$ cat config.mk
export PLATFORM = sky130hd
export DESIGN_NAME = chunked_body_decoder_flat
export DESIGN_NICKNAME = d
export VERILOG_FILES = /design/src/sv/cbd_pkg.sv /design/src/sv/cbd_req_if.sv /design/src/sv/cbd_rsp_if.sv /design/src/sv/chunked_body_decoder.sv /design/src/flat_wrapper.sv
export VERILOG_INCLUDE_DIRS = /design/src /design/src/sv
export SDC_FILE = /design/constraint.sdc
export NUM_CORES = 1
export LEC_CHECK = 0
export BUFFER_PORTS_ARGS = -buffer_cell sky130_fd_sc_hd__buf_2
export CELL_PAD_IN_SITES_DETAIL_PLACEMENT = 0
export CELL_PAD_IN_SITES_GLOBAL_PLACEMENT = 2
export CORE_UTILIZATION = 41
export DETAILED_ROUTE_END_ITERATION = 12
export PLACE_DENSITY_LB_ADDON = 0.2
export SETUP_SLACK_MARGIN = 0.4
export SYNTH_ARGS = -nofsm -noshare
export SYNTH_HDL_FRONTEND = slang
export SYNTH_SLANG_ARGS = --single-unit
$ cat constraint.sdc
create_clock -name clock -period 11.1 [get_ports clock]
set_clock_uncertainty 0.2 [all_clocks]
set_input_delay 0.555 -clock clock [delete_from_list [all_inputs] [get_ports clock]]
set_output_delay 0.555 -clock clock [all_outputs]
set_load 0.02 [all_outputs]
$ cat src/sv/chunked_body_decoder_defines.svh
// Assertion macros shared by the chunked body decoder RTL.
`ifndef CHUNKED_BODY_DECODER_DEFINES_SVH
`define CHUNKED_BODY_DECODER_DEFINES_SVH
`ifndef SYNTHESIS
// Checks that a condition implies a consequence in the same cycle.
`define CBD_ASSERT_NOW(label, ante, cons) \
   label: assert property (@(posedge clock) disable iff (reset) (ante) |-> (cons)) \
      else $error("chunked body decoder: same-cycle check failed");
// Checks that a condition implies a consequence in the next cycle.
`define CBD_ASSERT_NEXT(label, ante, cons) \
   label: assert property (@(posedge clock) disable iff (reset) (ante) |=> (cons)) \
      else $error("chunked body decoder: next-cycle check failed");
// Checks a consequence in the cycle after reset, reset included.
`define CBD_ASSERT_RESET(label, cons) \
   label: assert property (@(posedge clock) reset |=> (cons)) \
      else $error("chunked body decoder: reset check failed");
`else
`define CBD_ASSERT_NOW(label, ante, cons)
`define CBD_ASSERT_NEXT(label, ante, cons)
`define CBD_ASSERT_RESET(label, cons)
`endif
`endif

$ cat src/sv/cbd_pkg.sv
// Types, constants and helper functions of the chunked body decoder.
package cbd_pkg;

   // Width of the size, remaining and total length counters.
   localparam int LEN_W = 32;
   // Width of the limit register and of the reported total.
   localparam int LIMIT_W = 32;
   localparam int SUM_W = ((LEN_W > LIMIT_W) ? LEN_W : LIMIT_W) + 1;
   localparam logic [LIMIT_W-1:0] LIMIT_RESET = LIMIT_W'(1048576);

   localparam logic [7:0] CH_CR   = 8'h0D;
   localparam logic [7:0] CH_LF   = 8'h0A;
   localparam logic [7:0] CH_SP   = 8'h20;
   localparam logic [7:0] CH_HT   = 8'h09;
   localparam logic [7:0] CH_SEMI = 8'h3B;

   typedef enum logic [1:0] {
      KIND_DATA = 2'd0,
      KIND_DONE = 2'd1,
      KIND_BAD  = 2'd2,
      KIND_BIG  = 2'd3
   } kind_type;

   typedef enum logic [3:0] {
      PH_LEAD      = 4'd0,
      PH_HEX       = 4'd1,
      PH_TAIL      = 4'd2,
      PH_EXT       = 4'd3,
      PH_LINE_LF   = 4'd4,
      PH_DATA      = 4'd5,
      PH_DATA_CR   = 4'd6,
      PH_DATA_LF   = 4'd7,
      PH_END_FIRST = 4'd8,
      PH_END_LF    = 4'd9,
      PH_TRAILER   = 4'd10
   } phase_type;

   typedef struct packed {
      logic       valid;
      logic [3:0] value;
   } hex_type;

   // Decodes one ASCII hex digit in either case.
   function automatic hex_type hex_decode(input logic [7:0] c);
      hex_type h;
      h.valid = 1'b1;
      h.value = 4'd0;
      if (c inside {[8'h30:8'h39]}) begin
         h.value = 4'(c - 8'h30);
      end else if (c inside {[8'h41:8'h46]}) begin
         h.value = 4'(c - 8'h41 + 8'd10);
      end else if (c inside {[8'h61:8'h66]}) begin
         h.value = 4'(c - 8'h61 + 8'd10);
      end else begin
         h.valid = 1'b0;
      end
      return h;
   endfunction

endpackage

$ cat src/sv/cbd_req_if.sv
// Request channel carrying raw body bytes into the decoder.
interface cbd_req_if;
   logic       valid;
   logic       ready;
   logic [7:0] in_byte;

   modport source (output valid, output in_byte, input ready);
   modport sink   (input valid, input in_byte, output ready);
endinterface

$ cat src/sv/cbd_rsp_if.sv
// Result channel carrying decoded bytes and body status out of the decoder.
interface cbd_rsp_if;
   logic                          valid;
   logic                          ready;
   cbd_pkg::kind_type             kind;
   logic [7:0]                    out_byte;
   logic [cbd_pkg::LIMIT_W-1:0]   total_length;

   modport source (output valid, output kind, output out_byte, output total_length,
                   input ready);
   modport sink   (input valid, input kind, input out_byte, input total_length,
                   output ready);
endinterface

$ cat src/sv/chunked_body_decoder.sv
// Top level of the chunked transfer body decoder.
//
//   channel   direction  payload                         handshake
//   req_if    in         in_byte                         valid/ready
//   rsp_if    out        kind, out_byte, total_length    valid/ready
//   csr_*     in         max_body_bytes                  csr_wr_en, no wait
//
// For each accepted request the parser state updates at the accepting edge and any
// result lands in the output register at that same edge, so one byte per cycle is
// sustained while results are taken. Reset is synchronous and active high; it
// clears the parser and loads the limit with 1048576. A held result only stalls
// requests when it is not taken in the cycle a new request would replace it.
`include "chunked_body_decoder_defines.svh"

module chunked_body_decoder (
   input  logic                        clock,
   input  logic                        reset,
   cbd_req_if.sink                     req_if,
   cbd_rsp_if.source                   rsp_if,
   input  logic                        csr_wr_en,
   input  logic [cbd_pkg::LIMIT_W-1:0] csr_wr_data
);
   import cbd_pkg::*;

   phase_type          phase_ff,   phase_in;
   logic [LEN_W-1:0]   size_ff,    size_in;
   logic [LEN_W-1:0]   left_ff,    left_in;
   logic [LEN_W-1:0]   total_ff,   total_in;
   logic               digit_ff,   digit_in;
   logic [1:0]         match_ff,   match_in;
   logic [LIMIT_W-1:0] limit_ff;

   logic               rsp_valid_ff, rsp_valid_in;
   kind_type           kind_ff;
   logic [7:0]         byte_ff;
   logic [LIMIT_W-1:0] length_ff;

   logic               accept;
   logic               emit;
   kind_type           emit_kind;
   logic               rearm;
   logic [7:0]         c;
   hex_type            hex;
   logic               blank;
   logic [SUM_W-1:0]   need_sum;
   logic               too_big;
   logic [1:0]         trailer_next;
   logic [7:0]         trailer_want;

   // A new request is taken whenever the output register is free or being drained.
   assign req_if.ready = !rsp_valid_ff || rsp_if.ready;
   assign accept       = req_if.valid && req_if.ready;

   assign c     = req_if.in_byte;
   assign hex   = hex_decode(c);
   assign blank = (c == CH_SP) || (c == CH_HT);

   // Limit check at the end of a size line: total plus new chunk against the limit.
   assign need_sum = SUM_W'(total_ff) + SUM_W'(size_ff);
   assign too_big  = need_sum > SUM_W'(limit_ff);

   // Trailer scan for CR LF CR LF; even positions expect CR, odd ones LF.
   assign trailer_want = match_ff[0] ? CH_LF : CH_CR;
   assign trailer_next = (c == trailer_want) ? 2'(match_ff + 2'd1)
                                             : ((c == CH_CR) ? 2'd1 : 2'd0);

   // Parser next state and result for the byte on the request channel.
   always_comb begin
      phase_in  = phase_ff;
      size_in   = size_ff;
      left_in   = left_ff;
      total_in  = total_ff;
      digit_in  = digit_ff;
      match_in  = match_ff;
      emit      = 1'b0;
      emit_kind = KIND_DATA;
      rearm     = 1'b0;
      case (phase_ff)
         PH_LEAD, PH_HEX: begin
            if (hex.valid) begin
               if (size_ff[LEN_W-1 -: 4] != 4'd0) begin
                  emit      = 1'b1;
                  emit_kind = KIND_BIG;
               end else begin
                  size_in  = {size_ff[LEN_W-5:0], hex.value};
                  digit_in = 1'b1;
                  phase_in = PH_HEX;
               end
            end else if (blank) begin
               if (phase_ff == PH_HEX) phase_in = PH_TAIL;
            end else if (c == CH_SEMI) begin
               phase_in = PH_EXT;
            end else if (c == CH_CR) begin
               phase_in = PH_LINE_LF;
            end else begin
               emit      = 1'b1;
               emit_kind = KIND_BAD;
            end
         end
         PH_TAIL: begin
            if (c == CH_SEMI) begin
               phase_in = PH_EXT;
            end else if (c == CH_CR) begin
               phase_in = PH_LINE_LF;
            end else if (!blank) begin
               emit      = 1'b1;
               emit_kind = KIND_BAD;
            end
         end
         PH_EXT: begin
            if (c == CH_CR) phase_in = PH_LINE_LF;
         end
         PH_LINE_LF: begin
            if (c != CH_LF || !digit_ff) begin
               emit      = 1'b1;
               emit_kind = KIND_BAD;
            end else if (size_ff == '0) begin
               phase_in = PH_END_FIRST;
            end else if (too_big) begin
               emit      = 1'b1;
               emit_kind = KIND_BIG;
            end else begin
               left_in  = size_ff;
               phase_in = PH_DATA;
            end
         end
         PH_DATA: begin
            total_in  = total_ff + LEN_W'(1);
            left_in   = left_ff - LEN_W'(1);
            emit      = 1'b1;
            emit_kind = KIND_DATA;
            if (left_ff == LEN_W'(1)) phase_in = PH_DATA_CR;
         end
         PH_DATA_CR: begin
            if (c != CH_CR) begin
               emit      = 1'b1;
               emit_kind = KIND_BAD;
            end else begin
               phase_in = PH_DATA_LF;
            end
         end
         PH_DATA_LF: begin
            if (c != CH_LF) begin
               emit      = 1'b1;
               emit_kind = KIND_BAD;
            end else begin
               phase_in = PH_LEAD;
               size_in  = '0;
               digit_in = 1'b0;
            end
         end
         PH_END_FIRST: begin
            if (c == CH_CR) begin
               phase_in = PH_END_LF;
            end else begin
               phase_in = PH_TRAILER;
               match_in = 2'd0;
            end
         end
         PH_END_LF: begin
            if (c == CH_LF) begin
               emit      = 1'b1;
               emit_kind = KIND_DONE;
            end else begin
               phase_in = PH_TRAILER;
               match_in = (c == CH_CR) ? 2'd1 : 2'd0;
            end
         end
         PH_TRAILER: begin
            if (match_ff == 2'd3 && c == CH_LF) begin
               emit      = 1'b1;
               emit_kind = KIND_DONE;
            end else begin
               match_in = trailer_next;
            end
         end
         default: begin
            rearm = 1'b1;
         end
      endcase
      // Any status result ends the body and rearms the parser.
      if (rearm || (emit && emit_kind != KIND_DATA)) begin
         phase_in = PH_LEAD;
         size_in  = '0;
         left_in  = '0;
         total_in = '0;
         digit_in = 1'b0;
         match_in = 2'd0;
      end
   end

   // Parser state advances only on an accepted request.
   always_ff @(posedge clock) begin
      if (reset) begin
         phase_ff <= PH_LEAD;
         size_ff  <= '0;
         left_ff  <= '0;
         total_ff <= '0;
         digit_ff <= 1'b0;
         match_ff <= 2'd0;
      end else if (accept) begin
         phase_ff <= phase_in;
         size_ff  <= size_in;
         left_ff  <= left_in;
         total_ff <= total_in;
         digit_ff <= digit_in;
         match_ff <= match_in;
      end
   end

   // Limit register written from the configuration port.
   always_ff @(posedge clock) begin
      if (reset) begin
         limit_ff <= LIMIT_RESET;
      end else if (csr_wr_en) begin
         limit_ff <= csr_wr_data;
      end
   end

   // Output register: filled by an accepted request with a result, emptied when taken.
   assign rsp_valid_in = accept ? emit : (rsp_valid_ff && !rsp_if.ready);

   always_ff @(posedge clock) begin
      if (reset) begin
         rsp_valid_ff <= 1'b0;
      end else begin
         rsp_valid_ff <= rsp_valid_in;
      end
   end

   always_ff @(posedge clock) begin
      if (accept && emit) begin
         kind_ff   <= emit_kind;
         byte_ff   <= (emit_kind == KIND_DATA) ? c : 8'd0;
         length_ff <= (emit_kind == KIND_DONE) ? LIMIT_W'(total_ff) : '0;
      end
   end

   assign rsp_if.valid        = rsp_valid_ff;
   assign rsp_if.kind         = kind_ff;
   assign rsp_if.out_byte     = byte_ff;
   assign rsp_if.total_length = length_ff;

   // Consistency checks on the parser and the output register.
   `CBD_ASSERT_RESET(a_reset_phase, phase_ff == PH_LEAD && rsp_valid_ff == 1'b0)
   `CBD_ASSERT_NEXT(a_data_passes, accept && phase_ff == PH_DATA,
                    rsp_valid_ff && kind_ff == KIND_DATA)
   `CBD_ASSERT_NEXT(a_status_rearms, accept && emit && emit_kind != KIND_DATA,
                    phase_ff == PH_LEAD && total_ff == '0 && size_ff == '0)
   `CBD_ASSERT_NOW(a_hold_blocks, rsp_valid_ff && !rsp_if.ready, !req_if.ready)

endmodule

$ cat src/flat_wrapper.sv
// flat-port wrapper written by rule: the top's interface ports become plain ports
module chunked_body_decoder_flat import cbd_pkg::*;
  (clock, reset, csr_wr_en, csr_wr_data, req_if_valid, req_if_in_byte, req_if_ready, rsp_if_valid, rsp_if_kind, rsp_if_out_byte, rsp_if_total_length, rsp_if_ready);
  cbd_req_if req_if_i ();
  cbd_rsp_if rsp_if_i ();
  input  logic clock;
  input  logic reset;
  input  logic csr_wr_en;
  input  logic [cbd_pkg::LIMIT_W-1:0] csr_wr_data;
  input wire logic [$bits(req_if_i.valid)-1:0] req_if_valid;
  input wire logic [$bits(req_if_i.in_byte)-1:0] req_if_in_byte;
  output wire logic [$bits(req_if_i.ready)-1:0] req_if_ready;
  output wire logic [$bits(rsp_if_i.valid)-1:0] rsp_if_valid;
  output wire logic [$bits(rsp_if_i.kind)-1:0] rsp_if_kind;
  output wire logic [$bits(rsp_if_i.out_byte)-1:0] rsp_if_out_byte;
  output wire logic [$bits(rsp_if_i.total_length)-1:0] rsp_if_total_length;
  input wire logic [$bits(rsp_if_i.ready)-1:0] rsp_if_ready;
  assign req_if_i.valid = req_if_valid;
  assign req_if_i.in_byte = req_if_in_byte;
  assign req_if_ready = req_if_i.ready;
  assign rsp_if_valid = rsp_if_i.valid;
  assign rsp_if_kind = rsp_if_i.kind;
  assign rsp_if_out_byte = rsp_if_i.out_byte;
  assign rsp_if_total_length = rsp_if_i.total_length;
  assign rsp_if_i.ready = rsp_if_ready;
  chunked_body_decoder u_core (.clock(clock), .reset(reset), .req_if(req_if_i), .rsp_if(rsp_if_i), .csr_wr_en(csr_wr_en), .csr_wr_data(csr_wr_data));
endmodule
# After elaboration in Yosys (flattened, before gate mapping)
# Index checks and enable logic that the tools add are counted.
# totals
reg_bits	178
input_bits	45
output_inout_bits	44
word_cells	175
# op_classes
n_addsub	9
n_lt_le_gt_ge	7
n_eq_ne	35
mux	81
reduce_logical	32
# op_table
cell	count
$mux 32	10
$pmux 32 s2	2
$mux 4	17
$mux 2	19
$pmux 4 s9	1
$add 32x32->33	1
$gt 33x32->1	1
$add 32x1->32 const B	1
$eq 32x1->1 const B	1
$logic_not 32->1	1
$sub 32x1->32 const B	1
$mux 1	27
$ne 3x3->1 const B	9
$eq 8x4->1 const B	3
$eq 4x3->1 const B	4
$eq 8x6->1 const B	2
$ge 8x7->1 const B	2
$le 8x7->1 const B	2
$ne 8x4->1 const B	2
$reduce_and 5->1	3
$pmux 2 s7	1
$eq 4x4->1 const B	3
$sub 4x1->4 const B	3
$reduce_or 11->1	1
other kinds (28)	47

# Logic depth before layout (Yosys ltp)
# Gate-level depths: netlist (run 1).
# depth
word_depth	12
depth_mapped	24
depth_no_buf	22

# Least setup slack after synthesis (run 1)
# OpenSTA, ideal clock, no wires.
# synth_timing
kind	reg2reg
startpoint	reg u_core.total_ff[1]
endpoint	reg u_core.kind_ff[0], in the netlist u_core.rsp_if.kind[0], enable pin
setup_ps	441
t_arrival_ps	5656
required_ps	10459
setup_slack_ps	4803
stages_incl_launch_ff	19
n_path_buf	0
synth_period_minus_slack_ps	6297
path_cell_list	dfxtp_1 > ha_1 > a211o_1 > a2111oi_1 > o221ai_1 > a41o_1 > a41oi_1 > a21o_1 > o21bai_1 > a21oi_1 > xnor2_1 > ha_1 > nand4_1 > nor4_1 > o211ai_1 > a31o_1 > nand3_1 > nor3_1 > nor2_1
# synth_via
elab_chain_len	7
# synth_lines
item	line_no	text
from (decl)	chunked_body_decoder.sv:28	logic [LEN_W-1:0] total_ff, total_in;
from (signal assigned)	chunked_body_decoder.sv:205	total_ff <= total_in;
$add 32x32->33	chunked_body_decoder.sv:59	assign need_sum = SUM_W'(total_ff) + SUM_W'(size_ff);
$gt 33x32->1	chunked_body_decoder.sv:60	assign too_big = need_sum > SUM_W'(limit_ff);
$mux 1	chunked_body_decoder.sv:119	end else if (too_big) begin
$mux 1	chunked_body_decoder.sv:117	end else if (size_ff == '0) begin
$mux 1	chunked_body_decoder.sv:114	if (c != CH_LF || !digit_ff) begin
$pmux 1 s8	chunked_body_decoder.sv:78	case (phase_ff)
$logic_and 1x1->1	chunked_body_decoder.sv:232	if (accept && emit) begin
to (signal assigned)	chunked_body_decoder.sv:233	kind_ff <= emit_kind;
to (decl)	chunked_body_decoder.sv:34	kind_type kind_ff;
# Every way passes these cells.
# A chain may end at the register's enable or synchronous reset.

# Worst setup path in the final report (run 1)
# layout_timing
startpoint	reg u_core.total_ff[1]
endpoint	reg u_core.size_ff[14]
# layout_via
elab_chain_len	11
elab_cells_between_ends	19
cone_classes	add/sub (1); order compare (1); eq/ne (3); mux (9); reduce/logical (5)
# layout_lines
item	line_no	text
$add 32x32->33 *	chunked_body_decoder.sv:59	
$gt 33x32->1 *	chunked_body_decoder.sv:60	
$mux 2	chunked_body_decoder.sv:119	
$mux 2	chunked_body_decoder.sv:117	
$mux 2	chunked_body_decoder.sv:114	
$pmux 2 s7	chunked_body_decoder.sv:78	
$reduce_bool 2->1	chunked_body_decoder.sv:182	if (rearm || (emit && emit_kind != KIND_DATA)) begin
$logic_and 1x1->1 *	chunked_body_decoder.sv:182	
$logic_or 1x1->1 *	chunked_body_decoder.sv:182	
$ne 3x3->1 (no source line) (tied with other cells)	n/a	
$reduce_and 5->1 (no source line)	n/a	
to (signal assigned)	chunked_body_decoder.sv:203	size_ff <= size_in;
to (decl)	chunked_body_decoder.sv:26	logic [LEN_W-1:0] size_ff, size_in;
# Mark *: on every way between the ends. The rest lies on a longest branch, timed or not.

==> impl_metrics.env, run 1 <==
export IMPL_synth_cells=1228
export IMPL_netlist_area_um2=10800
export IMPL_place_port_buffers=88
export IMPL_n_fill_cell=2605
export IMPL_p_leak_nw=5.08
export IMPL_cp_end_kind="register"
export IMPL_netlist_area_leader_share_pct=25.2
export IMPL_cts_sinks=178
export IMPL_worstRegToRegCells=20
export IMPL_power_mw=1.49
export IMPL_grt_pass1_vias=8527
export IMPL_vias=9267
export IMPL_num_io_pins=89
export IMPL_seqCellArea_um2=3980
export IMPL_avgViaCountPerCell=5.66
export IMPL_synth_area_per_cell_um2=8.80
export IMPL_tightest_slew_ps=1320
export IMPL_die_x_um=164
export IMPL_dp_hpwl_um=23000
export IMPL_grt_usage_pct=23.6
export IMPL_synth_compound_area_share_pct=19.7
export IMPL_wl_per_cell_um=18.9
export IMPL_ir_worst_vdd_uv=102
export IMPL_postCtsHoldBufs=0
export IMPL_gp_congestion=0.880
export IMPL_yosysSeqAreaShare_pct=36.9
export IMPL_route_detailed_drc=0
export IMPL_drv_slew=0
export IMPL_synthSimpleGateAreaFrac_pct=22.4
export IMPL_hp_class="in2reg"
export IMPL_yosys_cell_count_top_type="dfxtp_1"
export IMPL_yosys_top_cells_count="136 x dfxtp_1, 106 x nor2_1, 84 x nand2_1"
export IMPL_fin_tns_setup_ps=0
export IMPL_clock_latency_ps=440
export IMPL_hold_end="u_core.limit_ff[20]"
export IMPL_hold_violations=0
export IMPL_syn_num_nets=1347
export IMPL_synthMuxAreaShare_pct=4.00
export IMPL_post_route_period_util_pct=59.0
export IMPL_num_nets_final=1408
export IMPL_overflow=0
export IMPL_start_kind="register"
export IMPL_post_cts_resized=0
export IMPL_synth_xor_area_share_pct=3.97
export IMPL_r2r_start="u_core.total_ff[1]"
export IMPL_coreArea_um2=26000
export IMPL_grt_pass1_wl_um=48600
export IMPL_first_iter_violations=648
export IMPL_synth_warnings=0
export IMPL_cts_root_buf="clkbuf_16"
export IMPL_async_flop_share_pct=0
export IMPL_synth_area_leaders="dfxtp_1 25%, edfxtp_1 12%, ha_1 8.5%, mux2i_1 3.9%, nor2_1 3.7%"
export IMPL_synthDistinctLibCells=85
export IMPL_final_antenna_net_count=0
export IMPL_status="completed"
export IMPL_ys_ff_latch=178
export IMPL_synth_edf_count=42
export IMPL_cts_buffers=17
export IMPL_drive_above_1_share_pct=12.0
export IMPL_powerDensity_nw_per_um2=123
export IMPL_post_cts_setup_buffers=0
export IMPL_clkTransAtPathRegs_ps=80
export IMPL_met3_usage_pct=3.69
export IMPL_htreeDepth=4
export IMPL_relSlewSlack_pct=12.2
export IMPL_worst_hold_slack_ps=132
export IMPL_met2_usage_pct=34.6
export IMPL_initial_core_util_pct=41.6
export IMPL_crit_required_ps=11270
export IMPL_dieArea_um2=27000
export IMPL_postLayoutCoreUtil_pct=46.6
export IMPL_finalCriticalPeriod_ps=6550
export IMPL_diodes=0
export IMPL_grt_busiest_layer="met1"
export IMPL_hold_depth=3
export IMPL_synthAdderAreaFrac_pct=8.64
export IMPL_grt_met1_usage_pct=35.1
export IMPL_rows=59
export IMPL_rrSetupSlack_ps=4550
export IMPL_setup_viol=0
export IMPL_cts_tree="done"
export IMPL_max_freq_mhz=153
export IMPL_synthFlopType="dfxtp_1"
export IMPL_worstSetupPathType="reg2reg"
export IMPL_routed_wl_um=30900
export IMPL_max_cap_violations=0
export IMPL_dieHeight_um=164
export IMPL_grt_antenna_before_repair=0
export IMPL_worstHoldStart="csr_wr_data[20]"
export IMPL_synth_top_family_by_area="simple AND/OR/NAND/NOR gates"
export IMPL_critPathArrivalTime_ps=6720
export IMPL_critPathMaxFanout=32
export IMPL_grt_max_degree=56
export IMPL_clockBufferDepth=2
export IMPL_worst_r2r_endpoint="u_core.size_ff[14]"
export IMPL_multi_input_area_um2=6370
export IMPL_drtPass1Iterations=5
export IMPL_yosys_area_top_type="dfxtp_1"
export IMPL_rsz0062_at_grt="false"
export IMPL_syn2layout_area_growth_pct=12.1
metrics by stage:
| stage | area, um2 | std cells | setup WS, ps |
|---|---|---|---|
| final | 12100 | 1637 | 4550 |
| after floorplan | 10800 | 1228 | 4800 |
| after CTS | 12100 | 1637 | 4600 |
| after global placement | 11500 | 1605 | 4850 |
| after global routing | 12100 | 1637 | 4090 |
| after detailed placement | 11500 | 1605 | 4660 |
critical path: stages (launching register included):
cell	delay [ps]
dfxtp_1	430
ha_1	280
a211o_1	310
a2111oi_1	610
o221ai_1	280
a41o_1	330
a41oi_1	280
a21o_1	180
o21bai_1	60
a21oi_1	170
xnor2_1	90
ha_1	310
nand4_1	120
nor4_1	390
nand4_1	170
o21ai_0	120
a31o_1	320
nand4_4	250
o21a_1	280
nor2_2	990
a22o_1	290
layout by cell type, fill, tap and decap left out, types with 16 or more instances in the layout:
cell and n:
nand2b_1 23, a21oi_1 74, xor2_1 28, nor3_1 34, ha_1 73, nand4_1 22, clkbuf_16 17, nand2_1 84
nand3_1 28, or4_1 16, mux2i_1 42, xnor2_1 21, nor4_1 26, edfxtp_1 42, a22o_1 32, buf_2 88
a221oi_1 19, inv_1 57, o21ai_0 56, nor2_1 105, a31oi_1 18, and2_1 44, dfxtp_1 136
report_power, final:
group / switching [mW] / leakage, nW / total (mW) / internal, mW
Sequential: 0.0118 / 1.52 / 0.697 / 0.685
Clock: 0.291 / 0.295 / 0.631 / 0.340
Combinational: 0.104 / 3.27 / 0.158 / 0.0535
flip-flops by register name, indices dropped and copies added (netlist names):
name,cells
u_core.left_ff,32
u_core.rsp_if.total_length,32
u_core.phase_ff,4
u_core.rsp_if.kind,2
u_core.rsp_if.valid,1
u_core.rsp_if.out_byte,8
u_core.size_ff,32
u_core.match_ff,2
u_core.limit_ff,32
u_core.total_ff,32
u_core.digit_ff,1
layout make-up:
cell class	instances	area share [%]
sequential	178	32.9
tap	335	3.46
timing repair buffer	99	4.32
clock buffer	17	3.51
multi-input combinational	936	52.6
clock inverter	15	1.46
inverter	57	1.77
cells by family after synthesis:
kind of cell    after synthesis
buf+inv                     114
fa+ha+maj                    74
simple gates                455
flops                       178
mux                          43
xor+xnor                     49
compound gates              315
how the worst max path moves through the flow:
stage,from,to,slack (ps),depth (start not counted)
2_1_floorplan,u_core.total_ff[1],u_core.rsp_if.kind[0],4800,18
3_3_place_gp,u_core.size_ff[1],u_core.size_ff[6],4850,20
3_5_place_dp,u_core.total_ff[3],u_core.size_ff[23],4660,20
4_1_cts,u_core.total_ff[2],u_core.size_ff[14],4600,20
5_1_grt,u_core.total_ff[1],u_core.size_ff[14],4090,20
6_report,u_core.total_ff[1],u_core.size_ff[14],4550,20
routing by layer:
layer / vias to the layer above / part of all wire [%] / routed length (um)
met5: - / 0 / 0
met4: 0 / 2.0 / 632
met3: 39 / 4.4 / 1370
met2: 218 / 43 / 13200
met1: 4360 / 51 / 15700
li1: 4650 / - / -
No activity file was read; power rests on OpenSTA's default activity.
==> run 2: changes to the inputs <==
CORE_UTILIZATION = 34   (was 41)
clock period = 5.65 ns   (was 11.1 ns; I/O delays follow)
==> run 2 against run 1 <==
  * First-iteration DRC count down 4.3%
  * Clock power up 110%
  * Global-route usage shrank 2.2 points
  * Combinational power rose to 2.6 times the previous value
==> impl_metrics.env, run 2 (synthesis results as in run 1) <==
export IMPL_status="completed"
export IMPL_seqCellArea_um2=4010
export IMPL_setup_viol=0
export IMPL_critPathMaxStageDelay_ps=370
export IMPL_overflow=0
export IMPL_num_io_pins=89
export IMPL_cts_root_buf="clkbuf_16"
export IMPL_diodes=0
export IMPL_coreArea_um2=30900
export IMPL_cts_tree="done"
export IMPL_cts_buffers=17
export IMPL_start_kind="register"
export IMPL_first_iter_violations=620
export IMPL_routed_wl_um=34900
export IMPL_grt_pass1_vias=9673
export IMPL_hp_class="in2reg"
export IMPL_clkTransAtPathRegs_ps=70
export IMPL_crit_required_ps=5660
export IMPL_n_fill_cell=3002
export IMPL_postLayoutCoreUtil_pct=46.5
export IMPL_final_cell_mix="121 x dfxtp_1, 100 x nor2_1, 88 x buf_2"
export IMPL_final_cells=1843
export IMPL_critPathArrivalTime_ps=5510
export IMPL_grt_met1_usage_pct=28.0
export IMPL_place_port_buffers=88
export IMPL_max_freq_mhz=182
export IMPL_cp_end_kind="register"
export IMPL_p_leak_nw=6.00
export IMPL_dp_cells=1725
export IMPL_drtPass1Iterations=5
export IMPL_route_detailed_drc=0
export IMPL_grt_max_degree=43
export IMPL_power_mw=3.08
export IMPL_clockBufferDepth=2
export IMPL_grt_antenna_before_repair=1
export IMPL_hold_violations=0
export IMPL_gp_congestion=0.802
export IMPL_grt_busiest_layer="met2"
export IMPL_drive_above_1_share_pct=24.9
export IMPL_post_route_period_util_pct=97.5
export IMPL_path_delay_family="compound AO/OA/AOI/OAI gates"
export IMPL_wl_per_cell_um=19.0
export IMPL_syn2layout_area_growth_pct=33.1
export IMPL_tightest_slew_ps=1120
export IMPL_avgViaCountPerCell=5.44
export IMPL_dp_hpwl_um=24100
export IMPL_vias=10033
export IMPL_htreeDepth=4
export IMPL_rsz0062_at_grt="true"
export IMPL_max_cap_violations=0
export IMPL_die_x_um=180
export IMPL_cp_num_cells=26
export IMPL_final_antenna_net_count=0
export IMPL_worst_hold_slack_ps=73.7
export IMPL_relSlewSlack_pct=25.0
export IMPL_cts_sinks=178
export IMPL_dieArea_um2=32500
export IMPL_drv_slew=0
export IMPL_multi_input_area_um2=6880
export IMPL_num_nets_final=1553
export IMPL_worstRegToRegCells=26
export IMPL_clock_latency_ps=440
export IMPL_critPathMaxFanout=5
export IMPL_layout_commonest_cell="dfxtp_1"
export IMPL_cpMostUsedCell="buf_4"
export IMPL_finalCriticalPeriod_ps=5510
export IMPL_dieHeight_um=180
export IMPL_crit_path_top_delay_cell="a2111oi_4"
export IMPL_rows=64
export IMPL_initial_core_util_pct=34.9
export IMPL_hold_depth=2
export IMPL_path_buf_inv=7
export IMPL_ir_worst_vdd_uv=198
export IMPL_met2_usage_pct=35.8
export IMPL_grt_usage_pct=21.4
export IMPL_worstSetupPathType="reg2reg"
export IMPL_met3_usage_pct=3.15
export IMPL_grt_pass1_wl_um=54800
export IMPL_powerDensity_nw_per_um2=214
run 2: power by group:
| group | total (mW) | internal (mW) | leakage [nW] | switching [mW] |
|---|---|---|---|---|
| Sequential | 1.37 | 1.34 | 1.53 | 0.0239 |
| Clock | 1.30 | 0.733 | 0.299 | 0.564 |
| Combinational | 0.418 | 0.180 | 4.18 | 0.238 |
| Total | 3.08 | 2.26 | 6.00 | 0.825 |
run 2: cell type report:
class,instances,area share [%]
sequential,178,27.9
timing repair buffer,243,15.0
clock inverter,12,1.17
tap,396,3.45
clock buffer,20,3.18
inverter,57,1.49
multi-input combinational,937,47.9
run 2: per-stage QoR:
stage                     setup slack (ps)  setup TNS [ps]  cell area, um2
final                                  142               0           14400
after floorplan                        493               0           10800
after global placement                95.2               0           12100
after CTS                              270               0           13900
after detailed placement              -132           -7800           12100
after global routing                  -164          -12080           14400
run 2: timing repair:
item / in CTS / in global routing
buffers inserted: 21 / 14
hold buffers: 38 / 0
gates resized for setup: 66 / 79
pin swaps: 64 / 56
setup endpoints to repair: 156 / 155
endpoints found under the hold margin: 37 / 0
cloned: 10 / 3
run 2: final timing paths:
kind / from / end / slack [ps]
min reg2reg: u_core.limit_ff[7] / u_core.limit_ff[7] / 300
max reg2reg: u_core.size_ff[1] / u_core.rsp_if.total_length[21] / 140
min: req_if_in_byte[3] / u_core.rsp_if.out_byte[3] / 70
max: u_core.size_ff[1] / u_core.rsp_if.total_length[21] / 140
run 2: metal layers:
layer	vias up	routed length [um]
met4	2	838
met1	4802	16100
met2	217	16800
li1	4963	-
met5	-	9
met3	49	1160
